`src/hw/rtl/epc_pkg.sv`:
```
`timescale 1ns / 1ps

package epc_pkg;

    // Pipeline depth from input register to output register
    localparam int unsigned PIPE_DEPTH = 8;

    // Seconds to days: (secs >> 7) / 675 by reciprocal multiply
    localparam logic [25:0] DAY_RECIP      = 26'd50903317;
    localparam int unsigned DAY_SHIFT      = 35;
    localparam logic [31:0] SECS_PER_DAY   = 32'd86400;

    // Seconds of day to hour: (rem >> 4) / 225
    localparam logic [13:0] HOUR_RECIP     = 14'd9321;
    localparam logic [16:0] SECS_PER_HOUR  = 17'd3600;

    // Seconds of hour to minute: (rem >> 2) / 15
    localparam logic [10:0] MIN_RECIP      = 11'd1093;
    localparam logic [11:0] SECS_PER_MIN   = 12'd60;

    // Day count is rebased to 1968-01-01, the start of a four-year cycle
    localparam logic [15:0] DAYS_1968_1970 = 16'd731;
    // 2100-03-01 counted from 1968-01-01; from it on, insert the missing Feb 29
    localparam logic [15:0] DAY_2100_MAR1  = 16'd48272;
    localparam logic [16:0] CYCLE_RECIP    = 17'd91868;
    localparam int unsigned CYCLE_SHIFT    = 27;
    localparam logic [15:0] DAYS_PER_CYCLE = 16'd1461;
    localparam logic [11:0] CYCLE_BASE_YEAR = 12'd1968;

    localparam logic [10:0] CYC_Y1_START = 11'd366;
    localparam logic [10:0] CYC_Y2_START = 11'd731;
    localparam logic [10:0] CYC_Y3_START = 11'd1096;

    localparam logic [8:0] MONTH_START [12] = '{
        9'd0, 9'd31, 9'd59, 9'd90, 9'd120, 9'd151,
        9'd181, 9'd212, 9'd243, 9'd273, 9'd304, 9'd334
    };

    localparam logic [3:0] MONTH_FEB = 4'd1;

    typedef struct packed {
        logic en;
    } t_pipe_ctl;

    // First day of year of a month, with the leap day counted from March on
    function automatic logic [8:0] month_start(input logic [3:0] m, input logic leap);
        logic [8:0] base;
        base = (m < 4'd12) ? MONTH_START[m] : 9'd0;
        if (leap && (m > MONTH_FEB)) begin
            base = base + 9'd1;
        end
        return base;
    endfunction

endpackage

```
`src/hw/rtl/epoch_seconds_to_calendar.sv`:
```
`timescale 1ns / 1ps

// Converts an unsigned 32-bit count of seconds since 1970-01-01 00:00:00 to
// Gregorian date and time of day, covering 1970 through 2106-02-07 06:28:15.
// The converter is an 8-stage pipeline: it takes one transaction per clock
// while the output is not stalled. The divisions by 86400, 3600, 60 and by the
// 1461-day four-year cycle are reciprocal multiplies, each followed by a
// register, and those multipliers set the stage count. A stall on the output
// freezes the whole pipeline, so o_stall rises only while a finished result
// is held on the output.
module epoch_seconds_to_calendar (
    input  logic        i_clk,
    input  logic        i_rst_n,
    input  logic        i_valid,
    output logic        o_stall,
    input  logic [31:0] i_epoch_seconds,
    output logic        o_valid,
    input  logic        i_stall,
    output logic [4:0]  o_day_of_month,
    output logic [3:0]  o_month_index,
    output logic [11:0] o_year_number,
    output logic [4:0]  o_hour_of_day,
    output logic [5:0]  o_minute_of_hour,
    output logic [5:0]  o_second_of_minute
);
    import epc_pkg::*;

    logic [PIPE_DEPTH-1:0] r_vld;
    t_pipe_ctl             w_ctl;
    logic [15:0]           w_days;
    logic [16:0]           w_rem;

    assign o_stall  = r_vld[PIPE_DEPTH-1] & i_stall;
    assign w_ctl.en = ~o_stall;

    always_ff @(posedge i_clk) begin
        if (!i_rst_n) begin
            r_vld <= '0;
        end else if (w_ctl.en) begin
            r_vld <= {r_vld[PIPE_DEPTH-2:0], i_valid};
        end
    end

    epc_split u_split (
        .i_clk  (i_clk),
        .i_ctl  (w_ctl),
        .i_secs (i_epoch_seconds),
        .o_days (w_days),
        .o_rem  (w_rem)
    );

    epc_tod u_tod (
        .i_clk    (i_clk),
        .i_ctl    (w_ctl),
        .i_rem    (w_rem),
        .o_hour   (o_hour_of_day),
        .o_minute (o_minute_of_hour),
        .o_second (o_second_of_minute)
    );

    epc_date u_date (
        .i_clk   (i_clk),
        .i_ctl   (w_ctl),
        .i_days  (w_days),
        .o_day   (o_day_of_month),
        .o_month (o_month_index),
        .o_year  (o_year_number)
    );

    assign o_valid = r_vld[PIPE_DEPTH-1];

endmodule

```
`src/hw/rtl/epc_split.sv`:
```
`timescale 1ns / 1ps

module epc_split (
    input  logic                 i_clk,
    input  epc_pkg::t_pipe_ctl   i_ctl,
    input  logic [31:0]          i_secs,
    output logic [15:0]          o_days,
    output logic [16:0]          o_rem
);
    import epc_pkg::*;

    logic [31:0] r_secs1;
    logic [50:0] r_prod1;
    logic [15:0] r_days2;
    logic [16:0] r_rem2;

    logic [15:0] n_days;
    logic [31:0] n_diff;

    always_ff @(posedge i_clk) begin
        if (i_ctl.en) begin
            r_secs1 <= i_secs;
            r_prod1 <= 51'(i_secs[31:7]) * 51'(DAY_RECIP);
        end
    end

    always_comb begin
        n_days = r_prod1[DAY_SHIFT +: 16];
        n_diff = r_secs1 - (32'(n_days) * SECS_PER_DAY);
    end

    always_ff @(posedge i_clk) begin
        if (i_ctl.en) begin
            r_days2 <= n_days;
            r_rem2  <= n_diff[16:0];
        end
    end

    assign o_days = r_days2;
    assign o_rem  = r_rem2;

endmodule

```
`src/hw/rtl/epc_tod.sv`:
```
`timescale 1ns / 1ps

module epc_tod (
    input  logic                 i_clk,
    input  epc_pkg::t_pipe_ctl   i_ctl,
    input  logic [16:0]          i_rem,
    output logic [4:0]           o_hour,
    output logic [5:0]           o_minute,
    output logic [5:0]           o_second
);
    import epc_pkg::*;

    logic [26:0] r_hprod3;
    logic [16:0] r_rem3;
    logic [4:0]  r_hour4;
    logic [11:0] r_rem4;
    logic [20:0] r_mprod5;
    logic [4:0]  r_hour5;
    logic [11:0] r_rem5;
    logic [4:0]  r_hour6, r_hour7, r_hour8;
    logic [5:0]  r_min6, r_min7, r_min8;
    logic [5:0]  r_sec6, r_sec7, r_sec8;

    logic [4:0]  n_hour;
    logic [16:0] n_rem_h;
    logic [5:0]  n_min;
    logic [11:0] n_rem_m;

    always_comb begin
        n_hour  = r_hprod3[25:21];
        n_rem_h = r_rem3 - (17'(n_hour) * SECS_PER_HOUR);
        n_min   = r_mprod5[19:14];
        n_rem_m = r_rem5 - (12'(n_min) * SECS_PER_MIN);
    end

    always_ff @(posedge i_clk) begin
        if (i_ctl.en) begin
            r_hprod3 <= 27'(i_rem[16:4]) * 27'(HOUR_RECIP);
            r_rem3   <= i_rem;
            r_hour4  <= n_hour;
            r_rem4   <= n_rem_h[11:0];
            r_mprod5 <= 21'(r_rem4[11:2]) * 21'(MIN_RECIP);
            r_hour5  <= r_hour4;
            r_rem5   <= r_rem4;
            r_hour6  <= r_hour5;
            r_min6   <= n_min;
            r_sec6   <= n_rem_m[5:0];
            // hold alignment with the date path
            r_hour7  <= r_hour6;
            r_min7   <= r_min6;
            r_sec7   <= r_sec6;
            r_hour8  <= r_hour7;
            r_min8   <= r_min7;
            r_sec8   <= r_sec7;
        end
    end

    assign o_hour   = r_hour8;
    assign o_minute = r_min8;
    assign o_second = r_sec8;

endmodule

```
`src/hw/rtl/epc_date.sv`:
```
`timescale 1ns / 1ps

module epc_date (
    input  logic                 i_clk,
    input  epc_pkg::t_pipe_ctl   i_ctl,
    input  logic [15:0]          i_days,
    output logic [4:0]           o_day,
    output logic [3:0]           o_month,
    output logic [11:0]          o_year
);
    import epc_pkg::*;

    logic [15:0] r_dp3;
    logic [32:0] r_dprod4;
    logic [15:0] r_dp4;
    logic [5:0]  r_q5;
    logic [10:0] r_rc5;
    logic [11:0] r_year6, r_year7, r_year8;
    logic [8:0]  r_doy6, r_doy7;
    logic        r_leap6, r_leap7;
    logic [3:0]  r_month7, r_month8;
    logic [4:0]  r_day8;

    logic [15:0] n_d;
    logic [15:0] n_dp;
    logic [5:0]  n_q;
    logic [15:0] n_rc;
    logic [1:0]  n_yc;
    logic [10:0] n_ystart;
    logic [10:0] n_doy;
    logic [3:0]  n_month;
    logic [8:0]  n_day0;

    always_comb begin
        n_d  = i_days + DAYS_1968_1970;
        // skip the nonexistent 2100-02-29 so every cycle looks uniform
        n_dp = n_d + ((n_d >= DAY_2100_MAR1) ? 16'd1 : 16'd0);
        n_q  = r_dprod4[CYCLE_SHIFT +: 6];
        n_rc = r_dp4 - (16'(n_q) * DAYS_PER_CYCLE);

        priority if (r_rc5 >= CYC_Y3_START) begin
            n_yc     = 2'd3;
            n_ystart = CYC_Y3_START;
        end else if (r_rc5 >= CYC_Y2_START) begin
            n_yc     = 2'd2;
            n_ystart = CYC_Y2_START;
        end else if (r_rc5 >= CYC_Y1_START) begin
            n_yc     = 2'd1;
            n_ystart = CYC_Y1_START;
        end else begin
            n_yc     = 2'd0;
            n_ystart = 11'd0;
        end
        n_doy = r_rc5 - n_ystart;

        n_month = 4'd0;
        for (int m = 1; m < 12; m++) begin
            if (r_doy6 >= month_start(4'(m), r_leap6)) begin
                n_month = n_month + 4'd1;
            end
        end

        n_day0 = r_doy7 - month_start(r_month7, r_leap7);
    end

    always_ff @(posedge i_clk) begin
        if (i_ctl.en) begin
            r_dp3    <= n_dp;
            r_dprod4 <= 33'(r_dp3) * 33'(CYCLE_RECIP);
            r_dp4    <= r_dp3;
            r_q5     <= n_q;
            r_rc5    <= n_rc[10:0];
            r_year6  <= CYCLE_BASE_YEAR + 12'({r_q5, 2'b00}) + 12'(n_yc);
            r_doy6   <= n_doy[8:0];
            r_leap6  <= (n_yc == 2'd0);
            r_month7 <= n_month;
            r_doy7   <= r_doy6;
            r_leap7  <= r_leap6;
            r_year7  <= r_year6;
            r_month8 <= r_month7;
            r_year8  <= r_year7;
            r_day8   <= n_day0[4:0] + 5'd1;
        end
    end

    assign o_day   = r_day8;
    assign o_month = r_month8;
    assign o_year  = r_year8;

endmodule

```
`config.mk`:
```
export PLATFORM = sky130hd
export DESIGN_NAME = epoch_seconds_to_calendar
export DESIGN_NICKNAME = d
export VERILOG_FILES = /design/src/hw/rtl/epc_pkg.sv /design/src/hw/rtl/epoch_seconds_to_calendar.sv /design/src/hw/rtl/epc_split.sv /design/src/hw/rtl/epc_tod.sv /design/src/hw/rtl/epc_date.sv
export SDC_FILE = /design/constraint.sdc
export NUM_CORES = 2
export LEC_CHECK = 0
export BUFFER_PORTS_ARGS = -buffer_cell sky130_fd_sc_hd__clkbuf_2
export CORE_MARGIN = 1
export CORE_UTILIZATION = 60
export CTS_BUF_LIST = sky130_fd_sc_hd__clkbuf_8
export CTS_CLUSTER_SIZE = 40
export DETAILED_ROUTE_END_ITERATION = 16
export GPL_TIMING_DRIVEN = 0
export HOLD_SLACK_MARGIN = 0.1
export MAX_ROUTING_LAYER = met4
export PLACE_DENSITY_LB_ADDON = 0.3
export SYNTH_ARGS = -nofsm -noshare
export SYNTH_HDL_FRONTEND = slang
export SYNTH_HIERARCHICAL = 1
export SYNTH_SLANG_ARGS = --single-unit
```
`constraint.sdc`:
```
create_clock -name i_clk -period 6 [get_ports i_clk]
set_clock_uncertainty 0.2 [all_clocks]
set_input_delay 0.6 -clock i_clk [delete_from_list [all_inputs] [get_ports i_clk]]
set_output_delay 0.6 -clock i_clk [all_outputs]
set_load 0.01 [all_outputs]
```
Word level (Yosys, flattened, before mapping). Memories as Yosys holds them, arrays and structs flattened. Cells that the tools add are included.

Register bits: 386. Bits in read-only memories: 144. Input port bits: 36. Output and inout port bits: 40. Word-level logic and storage cells: 121. Memories: 1.

$add $sub $neg: 22. Multiply operators: 8. Order comparisons: 18. Multiplexer cells: 32. Bitwise logic cells: 2. Reductions and logical operators: 2.

Memories: (no name shown) (depth 16, bits a word 9, rd ports 1, clocked after Yosys merged registers in 0, wr ports 0, RTL line epc_pkg.sv:48) `base = (m < 4'd12) ? MONTH_START[m] : 9'd0;`.

Operator list (number): $mul A25 B26 Y51 const B (1); $mux W4 (11); $add A4 B1 Y4 const B (9); $ge A9 B8 Y1 (4); $mul A16 B15 Y31 const B (1); $ge A9 B9 Y1 (3); $mux W9 (3); $mul A13 B14 Y26 const B (1); $mul A10 B11 Y20 const B (1); $mux W5 (4); $ge A9 B7 Y1 (2); $sub A17 B17 Y17 (1); $add A16 B10 Y16 const B (1); $add A16 B16 Y16 (1); $ge A16 B16 Y1 const B (1); $mul A16 B10 Y10 const B (1); $add A11 B8 Y12 const A (1); $add A12 B2 Y12 (1); $sub A12 B12 Y12 (1); $ge A11 B10 Y1 const B (1); $ge A11 B11 Y1 const B (1); $ge A11 B9 Y1 const B (1); $mul A6 B11 Y11 const B (1); $sub A11 B11 Y11 (1); other kinds (19) (31).

Longest topological paths before layout.
Depth in word-level cells: 22. Gate-level depth with buffers: 32. Mapped depth without buffers: 32.

Cells and area by module. Netlist, hierarchy kept.

By module, submodules not included: epc_split (times used 1, cells each 1225, area an instance 12824.8 µm²); epc_date (times used 1, cells each 1063, area an instance 11891.4 µm²); epc_tod (times used 1, cells each 509, area an instance 6832.8 µm²); epoch_seconds_to_calendar (times used 1, cells each 27, area an instance 285.3 µm²).

Worst setup path before layout. Ideal clock, no wire load.

Path type: input-to-reg. From: input port i_epoch_seconds[12]. To: register u_split.r_prod1[43] (data pin). Setup time: 262 ps. Data arrival time: 6076 ps. Setup slack: -538 ps. Stages on the path: 22. Path buffers: 0. Cell sequence: inv_1 -> ha_1 -> inv_1 -> fa_1 -> ha_1 -> inv_1 -> fa_1 -> inv_1 -> fa_1 -> fa_1 -> inv_1 -> fa_1 -> inv_1 -> ha_1 -> a21o_1 -> o21bai_4 -> a221o_1 -> a221o_1 -> or3_1 -> a31oi_2 -> o21ai_1 -> xor2_1.

Word-level cells in the longest chain between the ends: 1.

RTL lines: start, declared (RTL line epoch_seconds_to_calendar.sv:16) `input logic [31:0] i_epoch_seconds,`; $mul A25 B26 Y51 (RTL line epc_split.sv:23) `r_prod1 <= 51'(i_secs[31:7]) * 51'(DAY_RECIP);`; end signal, assigned (RTL line epc_split.sv:23); end, declared (RTL line epc_split.sv:13) `logic [50:0] r_prod1;`.

No other way between the ends. A chain may end at the register's enable or synchronous reset.

Final worst setup path.
From: input port i_epoch_seconds[18]. To: register u_split.r_prod1[43] (data pin).

Same word-level chain as after synthesis.

==> metrics.txt <==
status complete, but fails checks; failing checks setup timing; Synth top area share 26.41%; Most used DFF post-synth edfxtp_1; WHS Path Cells 2; DRT Pass-1 Iters 5; vias per cell 5.397; multiplexer area fraction after synthesis 0.5149%; Final setup viols 8; I/O pins 76; Final Critical Period 6.131 ns; CTS tree done; Longest Clk Path Bufs 3; reg-to-reg startpoint u_date/r_dp3[12]; Post-DRT Antenna Nets 0; Synth top cells by count inv_1, ha_1, fa_1, edfxtp_1, xnor2_1; final std cells w/o fill ~3.8k; nets@finish 4,084; crit-path cells clkbuf_16 -> fa_1 -> ha_1 -> inv_1 -> fa_1 -> inv_1 -> fa_1 -> inv_2 -> fa_1 -> fa_1 -> fa_1 -> inv_2 -> ha_4 -> nand3_2 -> o221ai_2 -> a221o_1 -> a221o_1 -> or3_4 -> a31oi_4 -> o21ai_2 -> xor2_1; Slew Viols, Final 0; IO buf count 74; Worst path slowest cell fa_1; fmax 163.1 MHz; RSZ-0062 raised after global routing yes; proportion of layout cells with a drive suffix above 1 14.42%; vias in the first global route approximately 22k; CORE AREA 52,450 µm²; Fin. Hold Viols 0; DR vias 20.41k; post-route clock period utilization 102.2%; FP Rows 84; Setup WS post-layout -0.1312 ns; Least-Margin Pin Slew 0.9411 ns; Clock Pin Slew Worst Setup and Hold Paths 0.06 ns; initial antenna violation count 1; Total GRT Usage approximately a quarter; cell family with most CP delay adder cells; htree depth 2; first-pass GRT wire length 107,500 µm; most frequent cell after synthesis inv_1; cell count of the worst reg-to-reg path 22; Critical Path AT 6.28 ns; crit path max fanout 4; Synth area leaders edfxtp_1, ha_1, fa_1; Ys Warns 6; max incr delay on CP about 0.61 ns; die area 53,980 µm²; Vert. Die Dim 232.3 µm; Buf/Inv on CP 5; Placer Congestion 0.9403; Post-synth EDFFs between 200 and 300; Worst setup EP type flip-flop; DRT iter0 DRCs 796; hold_sp i_epoch_seconds[11]; main combinational cell family by area after synthesis adder cells; compound-gate portion of the synthesized area 6.898%; # DRC 0; WL per Instance 17.35 µm; Initial Util about three fifths; Clock Latency Late Sink 0.63 ns; Reg-to-Reg End u_date/r_dprod4[32]; most frequent cell on the critical path fa_1; Netlist cell types 94; Setup Crit Path Kind input port to flip-flop; Yosys reg bits between 200 and 300; hpwl dp 51,730 µm; CTS buffer count 48; Synth Area in XOR/XNOR 4.968%; FF-to-FF setup slack -0.13 ns; placed insts roughly 3.6k; Max Cap Viol 0; Adder-Cell Fraction of Synth Area between 40 and 50%; ys async rst share 0%; sequential element share of the synthesized area 26.92%; clk sinks 288; simple-gate portion of the synthesized area under 10%; worst min-delay path class input port to flip-flop; total wire length 65,630 µm; Root Buffer clkbuf_8; WHS Endpoint u_split/r_secs1[11]; Syn Inst Count between 2k and 3k; CP required just over 6 ns; Synth area leader edfxtp_1; Avg Inst Size Synth roughly 11 µm²; pin count of the biggest net entering global routing 133; synthesized area 31,830 µm²; Slew headroom 37.26%; Area Growth Syn to Fin 13.58%; Syn Nets 3,854; Worst Setup Start Kind input port; Die X 232.3 µm; total congestion overflow 0
-- final cells by class --
class                      count  area (µm²)
fill                        3756       16290
timing repair buffer         183        1494
tap                          688       860.8
antenna                        1       2.502
clock buffer                  48       660.6
buffer                        15       76.32
sequential                   288        8568
clock inverter                41       310.3
multi-input combinational   1804       21490
inverter                     714        2694
-- layout by cell type, fill, tap and decap left out, types with 44 or more instances in the layout --
cell type    n
clkbuf_8    52
fa_1       333
buf_4       94
nand2_1     76
o21ai_0     46
nor2_1      53
inv_1      698
xnor2_1    109
a21oi_1     85
clkbuf_2    53
xor2_1      44
ha_1       601
edfxtp_1   280
-- worst register-to-register path: stages, from the launching register on --
cell and delay [ns]:
edfxtp_1 0.43, inv_2 0.09, fa_1 0.57, inv_2 0.05, fa_1 0.46, fa_1 0.51
inv_1 0.05, fa_2 0.52, inv_2 0.04, fa_2 0.54, fa_2 0.47, ha_4 0.19
a21o_1 0.17, a21oi_2 0.16, nor2b_1 0.07, o2111ai_1 0.19, o211ai_1 0.16, a21oi_2 0.18
o21ai_2 0.12, a21oi_2 0.18, a311oi_2 0.16, or4_1 0.43, nand3_1 0.09
-- per-layer routing --
layer | vias to the layer above | global-route usage (%) | share of wire [%]
met2 | 388 | 46.44 | 52
li1 | 9818 | - | -
met4 | 0 | 10.44 | 3.8
met3 | 163 | 3.426 | 3.5
met1 | 10040 | 29.47 | 40
met5 | - | - | 0
-- worst max-delay path by stage --
stage / cells after the start / start / endpoint
floorplan: 20 / i_epoch_seconds[11] / u_split/r_prod1[43]
global placement: 23 / i_epoch_seconds[12] / u_split/r_prod1[43]
detailed placement: 25 / i_epoch_seconds[15] / u_split/r_prod1[43]
CTS: 21 / i_epoch_seconds[18] / u_split/r_prod1[43]
global route: 28 / u_date/r_leap6 / u_date/r_month7[1]
finish: 21 / i_epoch_seconds[18] / u_split/r_prod1[43]
-- sequential cells by signal, summed over array words and instances (netlist names), 11 cells and up --
| name | count |
|---|---|
| u_split/r_prod1 | 16 |
| u_tod/r_rem4 | 12 |
| u_date/r_year7 | 11 |
| u_date/r_rc5 | 11 |
| u_date/r_year6 | 11 |
| u_date/r_dp4 | 11 |
| u_date/r_dp3 | 16 |
| u_split/o_rem | 17 |
| u_date/o_year | 11 |
| u_split/o_days | 16 |
| u_split/r_secs1 | 17 |
-- cell families (layout without fill, tap and decap cells) --
family,after synthesis,after routing
flip-flops,288,288
other,0,1
AO/OA/AOI/OAI,329,329
buffers and inverters,732,1001
multiplexers,16,16
AND/OR/NAND/NOR,298,298
adder cells (fa/ha/maj),995,995
XOR/XNOR,166,166
-- what timing repair did --
action | CTS | global route
endpoints found under the setup margin | 24 | 19
setup buffers | 58 | 33
gates resized for setup | 121 | 82
pin swaps | 62 | 50
hold endpoints to repair | 19 | 0
hold buffers | 16 | 0
-- through the flow --
stage	setup slack [ns]	hold WS (ns)	utilization, %	TNS [ns]	instance area, µm²
after floorplan	-0.3319	0.2003	-	-0.7574	32150
after global placement	-1.207	0.2009	63.65	-18.82	33380
after detailed placement	-1.245	0.2045	63.78	-20.92	33450
after CTS	-0.06763	0.1007	67.77	-0.3062	35540
after global routing	-0.3202	0.1157	68.94	-2.244	36160
final	-0.1312	0.1615	68.94	-0.5374	36160
Power is left out: the tool's default activity adds up to more than one toggle a clock period on the data nets, which glitch-free logic cannot reach.
